<file path="src/sv/cu2x_pkg.sv">
`timescale 1ns / 1ps

package cu2x_pkg;

    localparam int MAX_PLANE_WIDTH  = 256;
    localparam int MAX_PLANE_HEIGHT = 256;
    localparam int PLANE_DEPTH      = MAX_PLANE_WIDTH * MAX_PLANE_HEIGHT;
    localparam int ADDR_W           = $clog2(PLANE_DEPTH);

    localparam int POS_W    = 9;
    localparam int SAMPLE_W = 8;
    localparam int CFG_W    = 9;
    localparam int SUM_W    = 14;

    // s_tdata field positions
    localparam int ROW_LSB    = 0;
    localparam int COL_LSB    = ROW_LSB + POS_W;
    localparam int SAMPLE_LSB = COL_LSB + POS_W;
    localparam int IN_DATA_W  = 32;

    localparam logic KIND_WRITE = 1'b0;
    localparam logic KIND_READ  = 1'b1;

    localparam logic CFG_WIDTH  = 1'b0;
    localparam logic CFG_HEIGHT = 1'b1;

    typedef logic signed [SUM_W-1:0] sum_t;

    typedef struct packed {
        logic       load_rd;  // latch read request
        logic       wr;       // store write request
        logic       issue;    // plane read issued this cycle
        logic [1:0] vr;       // issue tap, vertical
        logic [1:0] hc;       // issue tap, horizontal
        logic       acc;      // read data valid this cycle
        logic [1:0] acc_vr;
        logic [1:0] acc_hc;
        logic       v_first;
        logic       v_last;
        logic       h_first;
        logic       h_last;
        logic       emit;     // load output register
    } cu2x_cmd_t;

    typedef struct packed {
        logic rd_in_range;    // incoming read lies inside doubled plane
        logic vsingle;        // latched: even output row
        logic hsingle;        // latched: even output column
    } cu2x_stat_t;

    // 0 acts as 1, above max acts as max
    function automatic logic [CFG_W-1:0] eff_dim(input logic [CFG_W-1:0] v, input int maxv);
        logic [CFG_W-1:0] r;
        if (v == '0)
            r = CFG_W'(1);
        else if (int'(v) > maxv)
            r = CFG_W'(maxv);
        else
            r = v;
        return r;
    endfunction

    // taps -1, 9, 9, -1
    function automatic sum_t tap_weight(input logic [SAMPLE_W-1:0] x, input logic [1:0] tap);
        sum_t xs;
        sum_t r;
        xs = sum_t'({1'b0, x});
        case (tap)
            2'd1, 2'd2: r = (xs <<< 3) + xs;
            default:    r = -xs;
        endcase
        return r;
    endfunction

    // (s + 8) >> 4 with floor, clip to 0..255
    function automatic logic [SAMPLE_W-1:0] round_clip(input sum_t s);
        sum_t t;
        sum_t q;
        logic [SAMPLE_W-1:0] r;
        t = s + sum_t'(8);
        q = t >>> 4;
        if (q < 0)
            r = '0;
        else if (q > sum_t'(255))
            r = 8'd255;
        else
            r = q[SAMPLE_W-1:0];
        return r;
    endfunction

    function automatic logic [POS_W-1:0] clamp_idx(input logic signed [POS_W+1:0] i,
                                                   input logic [CFG_W-1:0] dim);
        logic [POS_W-1:0] r;
        if (i < 0)
            r = '0;
        else if (i >= $signed({2'b00, dim}))
            r = dim - CFG_W'(1);
        else
            r = i[POS_W-1:0];
        return r;
    endfunction

endpackage

</file>
<file path="src/sv/cu2x_ctrl.sv">
`timescale 1ns / 1ps

module cu2x_ctrl
    import cu2x_pkg::*;
(
    input  logic       clk,
    input  logic       rst_n,
    input  logic       s_tvalid,
    input  logic       s_tuser,
    output logic       s_tready,
    output logic       m_tvalid,
    input  logic       m_tready,
    input  cu2x_stat_t stat,
    output cu2x_cmd_t  cmd
);

    localparam logic [1:0] ST_IDLE  = 2'd0;
    localparam logic [1:0] ST_READ  = 2'd1;
    localparam logic [1:0] ST_DRAIN = 2'd2;
    localparam logic [1:0] ST_EMIT  = 2'd3;

    logic [1:0] state_reg, state_next;
    logic [1:0] vr_reg, vr_next;
    logic [1:0] hc_reg, hc_next;
    logic       acc_reg;
    logic [1:0] avr_reg;
    logic [1:0] ahc_reg;
    logic       mvalid_reg, mvalid_next;

    logic       accept;
    logic [1:0] last_r;
    logic [1:0] last_c;
    logic       issue;
    logic       issue_last;
    logic       emit;

    assign s_tready   = (state_reg == ST_IDLE);
    assign accept     = s_tvalid & s_tready;
    assign last_r     = stat.vsingle ? 2'd0 : 2'd3;
    assign last_c     = stat.hsingle ? 2'd0 : 2'd3;
    assign issue      = (state_reg == ST_READ);
    assign issue_last = (vr_reg == last_r) && (hc_reg == last_c);
    assign emit       = (state_reg == ST_EMIT) && (!mvalid_reg || m_tready);

    always_comb
    begin
        state_next = state_reg;
        vr_next    = vr_reg;
        hc_next    = hc_reg;
        case (state_reg)
            ST_IDLE:
            begin
                if (accept && s_tuser == KIND_READ)
                begin
                    vr_next    = 2'd0;
                    hc_next    = 2'd0;
                    state_next = stat.rd_in_range ? ST_READ : ST_EMIT;
                end
            end
            ST_READ:
            begin
                if (vr_reg == last_r)
                begin
                    vr_next = 2'd0;
                    hc_next = hc_reg + 2'd1;
                end
                else
                begin
                    vr_next = vr_reg + 2'd1;
                end
                if (issue_last)
                    state_next = ST_DRAIN;
            end
            ST_DRAIN:
                state_next = ST_EMIT;
            ST_EMIT:
            begin
                if (emit)
                    state_next = ST_IDLE;
            end
            default:
                state_next = ST_IDLE;
        endcase
    end

    always_comb
    begin
        mvalid_next = mvalid_reg;
        if (emit)
            mvalid_next = 1'b1;
        else if (m_tready)
            mvalid_next = 1'b0;
    end

    always_ff @(posedge clk or negedge rst_n)
    begin
        if (!rst_n)
        begin
            state_reg  <= ST_IDLE;
            vr_reg     <= 2'd0;
            hc_reg     <= 2'd0;
            acc_reg    <= 1'b0;
            avr_reg    <= 2'd0;
            ahc_reg    <= 2'd0;
            mvalid_reg <= 1'b0;
        end
        else
        begin
            state_reg  <= state_next;
            vr_reg     <= vr_next;
            hc_reg     <= hc_next;
            acc_reg    <= issue;
            avr_reg    <= vr_reg;
            ahc_reg    <= hc_reg;
            mvalid_reg <= mvalid_next;
        end
    end

    assign m_tvalid = mvalid_reg;

    always_comb
    begin
        cmd.load_rd = accept && (s_tuser == KIND_READ);
        cmd.wr      = accept && (s_tuser == KIND_WRITE);
        cmd.issue   = issue;
        cmd.vr      = vr_reg;
        cmd.hc      = hc_reg;
        cmd.acc     = acc_reg;
        cmd.acc_vr  = avr_reg;
        cmd.acc_hc  = ahc_reg;
        cmd.v_first = (avr_reg == 2'd0);
        cmd.v_last  = (avr_reg == last_r);
        cmd.h_first = (ahc_reg == 2'd0);
        cmd.h_last  = (avr_reg == last_r) && (ahc_reg == last_c);
        cmd.emit    = emit;
    end

endmodule

</file>
<file path="config.mk">
export PLATFORM = sky130hd
export DESIGN_NAME = cu2x_ctrl
export DESIGN_NICKNAME = d
export VERILOG_FILES = /design/src/sv/cu2x_pkg.sv /design/src/sv/cu2x_ctrl.sv
export SDC_FILE = /design/constraint.sdc
export NUM_CORES = 1
export LEC_CHECK = 0
export BUFFER_PORTS_ARGS = -buffer_cell sky130_fd_sc_hd__clkbuf_2
export CORE_AREA = 2 2 42 44
export DETAILED_ROUTE_END_ITERATION = 8
export DIE_AREA = 0 0 44 46
export GPL_TIMING_DRIVEN = 0
export PLACE_DENSITY_LB_ADDON = 0.05
export SYNTH_ARGS = -nofsm -noshare
export SYNTH_HDL_FRONTEND = slang
export SYNTH_SLANG_ARGS = --single-unit
</file>
<file path="constraint.sdc">
create_clock -name clk -period 1.8 [get_ports clk]
set_input_delay 0.09 -clock clk [delete_from_list [all_inputs] [get_ports clk]]
set_output_delay 0.09 -clock clk [all_outputs]
set_load 0.02 [all_outputs]
</file>
After elaboration in Yosys (flattened, before gate mapping)
Index checks and enable logic that the tools add are counted.
{ "classes": {"n_mux": 14, "reduce_logical": 15, "bitwise_logic": 2, "add_sub_neg": 2, "n_eq_ne": 11} }
{ "ops": {"columns": ["op", "n"], "rows": [
  ["$mux W2", 9],
  ["$eq A2 B2 Y1", 4],
  ["$pmux W2 S2", 2],
  ["$pmux W2 S4", 1],
  ["$logic_not A2 Y1", 3],
  ["$ne A2 B1 Y1 const B", 3],
  ["$reduce_and A3 Y1", 2],
  ["$logic_and A1 B1 Y1", 5],
  ["$add A2 B1 Y2 const B", 2],
  ["$eq A2 B2 Y1 const B", 2],
  ["$reduce_bool A2 Y1", 2],
  ["$eq A2 B1 Y1 const B", 1],
  ["$mux W1", 2],
  ["$ne A2 B2 Y1 const B", 1],
  ["$reduce_and A2 Y1", 1],
  ["$and A1 B1 Y1", 1],
  ["$logic_not A1 Y1", 1],
  ["$logic_or A1 B1 Y1", 1],
  ["$not A1 Y1", 1]
]} }
{ "word_totals": {"elab_cells": 51, "in_bits": 8, "out_inout_bits": 19, "register_bits": 12} }

Longest topological paths before layout
{ "logic_depth": {"ltp_word": 5, "depth_mapped": 6, "mapped_depth_nobuf": 6} }

Least setup slack after synthesis
OpenSTA, ideal clock, no wires.
{ "synth_timing": {"path_kind": "register to register", "start": "reg state_reg[0]", "end": "reg hc_reg[1]", "required_ns": 1.731, "stages_incl_launch_ff": 7, "synth_period_minus_slack_ns": 1.904, "n_path_buf": 0, "path_slack_ns": -0.104, "t_arrival_ns": 1.835, "cell_sequence": "dfrtp_1 > inv_1 > ha_1 > and3_1 > a21oi_1 > or4_1 > nand3_1"} }
{ "synth_lines": {"columns": ["element", "line_no", "text"], "rows": [
  ["start, declared", "cu2x_ctrl.sv:22", "logic [1:0] state_reg, state_next;"],
  ["start signal, assigned", "cu2x_ctrl.sv:109", "state_reg <= state_next;"],
  ["end signal, assigned", "cu2x_ctrl.sv:111", "hc_reg <= hc_next;"],
  ["end, declared", "cu2x_ctrl.sv:24", "logic [1:0] hc_reg, hc_next;"]
]} }

Final worst setup path
{ "layout_timing": {"start": "reg state_reg[1]", "end": "reg hc_reg[1]"} }
{ "layout_between": {"elab_cells_between_ends": 9, "classes_between": "3 x eq/ne; 1 x mux; 1 x bitwise; 4 x reduce/logical"} }
{ "layout_lines": {"columns": ["element", "line_no", "text"], "rows": [
  ["$eq A2 B1 Y1 (*)", null, null],
  ["net issue", "cu2x_ctrl.sv:33", "logic issue;"],
  ["$ne A2 B1 Y1 (no line) / $reduce_bool A2 Y1 (equally long branches)", null, null],
  ["$reduce_and A3 Y1 (no line)", null, null]
]} }
The timed path passes the listed nets; every way through them passes the cells marked *.
A chain may end at the register's enable or synchronous reset.

==> qor.yml <==
crit_path_end_kind: "flip-flop"
synth-async-reset-ratio_pct: 100
crit_arrival_ns: 1.89
synthTopCellsByCount: "dfrtp_1, nand2_1, ha_1, inv_1, nor2_1"
critPathKind: "flip-flop to flip-flop"
grt_max_degree: 13
cts.path.max_buffers: 2
drt-initial-drc-count: 10
yosysTopAreaCell: "dfrtp_1"
hold_class: "input port to flip-flop"
drcViolationCount: 0
reg2reg_depth: 5
reg2reg_slack_ns: 0.13
fin_ws_ns: 0.125
power_density_mw_per_mm2: 1760
grt_pass1_vias: 488
first_pass_iters: 4
period_needed_ns: 1.67
crit_family: "simple AND/OR/NAND/NOR gates"
synth-seq-cells: 12
final_antenna_net_count: 0
grt-ovfl-total: 0
maxSlewHeadroom_pct: 79.5
syn_avg_cell_area_um2: 9.86
cts_made_buffers: 3
synth_edf_count: 0
ys.flop_type: "dfrtp_1"
max_stage_delay_ns: 0.48
power.leakage_nw: 0.477
r2r-end: "hc_reg[1]"
grt_usage_pct: 14.6
preCtsSetupSlack_ns: 0.0448
cts_tree: "done"
stdcell_area_um2: 875
fin_nets: 113
n_fill_cell: 164
yosys.cell_count.top_type: "dfrtp_1"
internal_power_mw: 0.859
gp_congestion: 0.677
antenna_found_initial: 0
clock-sinks: 12
clock.fmax_ghz: 0.597
grt_first_pass_wirelength_mm: 2.03
tightestPinTransition_ns: 0.307
postCtsSetupBuffers: 0
die_y_um: 46
final_hold_viol_count: 0
min_path_cells: 3
path_clk_slew_ns: 0.07
routed_wl_mm: 1.18
hold_slack_ns: 0.115
crit_path_cell_trace: "inv_1, ha_1, a21oi_2, or4_1, nand3_1"
htreeDepth: 1
combPwrFrac_pct: 55.8
fin_skew_ns: 0.00121
finalPower_mw: 1.54
vdd.ir_drop.worst_uv: 844
min-delay-start: "m_tready"
dieArea_mm2: 0.00202
yosysWarningCount: 0
dp_hpwl_um: 952
io_buffers: 26
synth_area_um2: 671
p_seq_share_pct: 30.7
rsz0062_at_grt: "no"
place_area_um2: 825
rows: 15
fin_crit_sh_pct: 93.0
fp.dieW_um: 44
diodes: 0
p_sw_share_pct: 44.1
required_ns: 2.01
vias: 567
drive_gt1_share_pct: 37.4
cp_slowest_cell: "or4_1"
viasPerCell: 4.89
pin_count: 27
reg2reg_from: "state_reg[1]"
drt-wirelength-per-cell_um: 10.2
maxSlewViolCount: 0
yosys.area.top_type_share_pct: 44.8
synth_cell_types: 25
status: "finished, final reports clean"
placeableCoreArea_mm2: 0.00161
synth_nets: 81
crit_path_start_kind: "flip-flop"
p_clk_share_pct: 13.5
drv_cap: 0
switchingPower_mw: 0.677
synth-seq-area-share_pct: 44.8
finalSetupViolCount: 0
initial_core_util_pct: 41.6
synthCells: 68
dp_cells: 111
path_buf_inv: 1
area_growth_pct: 30.4
clock_latency_ns: 0.27
root_buffer: "clkbuf_4"
min_to: "m_tvalid"
synth_area_leaders: "dfrtp_1, ha_1, nand2_1"
crit_fanout: 9
stdcell_count: 116
## placed cells by master, fill, tap and decap left out
master,Yosys,layout
and3_1,1,1
dfrtp_1,12,12
a22o_1,1,1
clkbuf_8,0,1
nor2_1,5,5
a21o_1,1,1
nand2_1,10,10
o221ai_1,2,2
nor3_1,1,1
a21oi_2,0,1
ha_1,5,4
o21ai_0,3,3
mux2i_1,3,3
dlygate4sd3_1,0,1
o221a_1,1,1
inv_1,5,5
nand2b_4,1,1
mux2_2,1,1
a21boi_1,0,1
nor2b_1,1,1
buf_4,3,3
nand2b_1,4,4
clkbuf_4,0,3
a2bb2oi_1,1,1
nand3b_1,1,1
or4_1,1,1
clkbuf_2,0,26
nand3_1,2,2
ha_2,0,1
and2_1,1,1
## worst max path at each step
stage	depth (start not counted)	to	slack, ns	start
floorplan	6	hc_reg[1]	-0.03	state_reg[0]
global placement	5	hc_reg[1]	0.06	state_reg[1]
detailed placement	5	hc_reg[1]	0.04	state_reg[1]
CTS	5	hc_reg[1]	0.03	state_reg[1]
global route	5	hc_reg[1]	0.01	state_reg[1]
finish	5	hc_reg[1]	0.13	state_reg[1]
## cells by family (layout without fill, tap and decap cells)
family	after synthesis	after routing	synth area share (%)
compound gates	11	11	12.1
fa+ha+maj	5	5	9.33
buf+inv	8	39	6.16
flops	12	12	44.8
mux	4	4	6.16
simple gates	28	28	21.5
## metal layers
layer	vias to the layer above	wire [um]	global-route usage (%)
li1	293	-	-
met1	250	542	16.7
met2	19	516	22.6
met3	5	93	5.95
met4	0	25	9.09
met5	-	0	0
## worst reg2reg max path: stages, from the launching register on
cell,delay (ns)
dfrtp_1,0.40
inv_1,0.13
ha_1,0.35
a21oi_2,0.16
or4_1,0.48
nand3_1,0.09
## layout make-up
type	count	area, um^2	share of cell area (%)
Timing Repair Buffer	27	140	16.0
Sequential cell	12	300	34.3
Multi-Input combinational cell	48	335	38.3
Buffer	3	22.5	2.58
Inverter	5	18.8	2.15
Clock buffer	4	36.3	4.15
Tap cell	17	21.3	2.43
## power by group through the flow
stage,logic [mW],clock network (mW),registers (mW)
after floorplan,0.555,0,0.542
after global placement,0.851,0,0.472
after detailed placement,0.861,0,0.479
after CTS,0.865,0.221,0.473
after global routing,0.946,0.231,0.493
final,0.857,0.208,0.471
## repair_timing
item	in CTS	in global routing
resized for setup	0	1
endpoints found under the hold margin	12	0
endpoints found under the setup margin	0	3
hold buffers	1	0
## per-stage QoR
step / setup TNS, ns / utilization, %
6_report: 0 / 54.2
5_1_grt: 0 / 54.2
4_1_cts: 0 / 54.0
3_5_place_dp: 0 / 51.1
3_3_place_gp: 0 / 51.1
2_1_floorplan: -0.0283 / -
(Power assumes the default switching activity.)
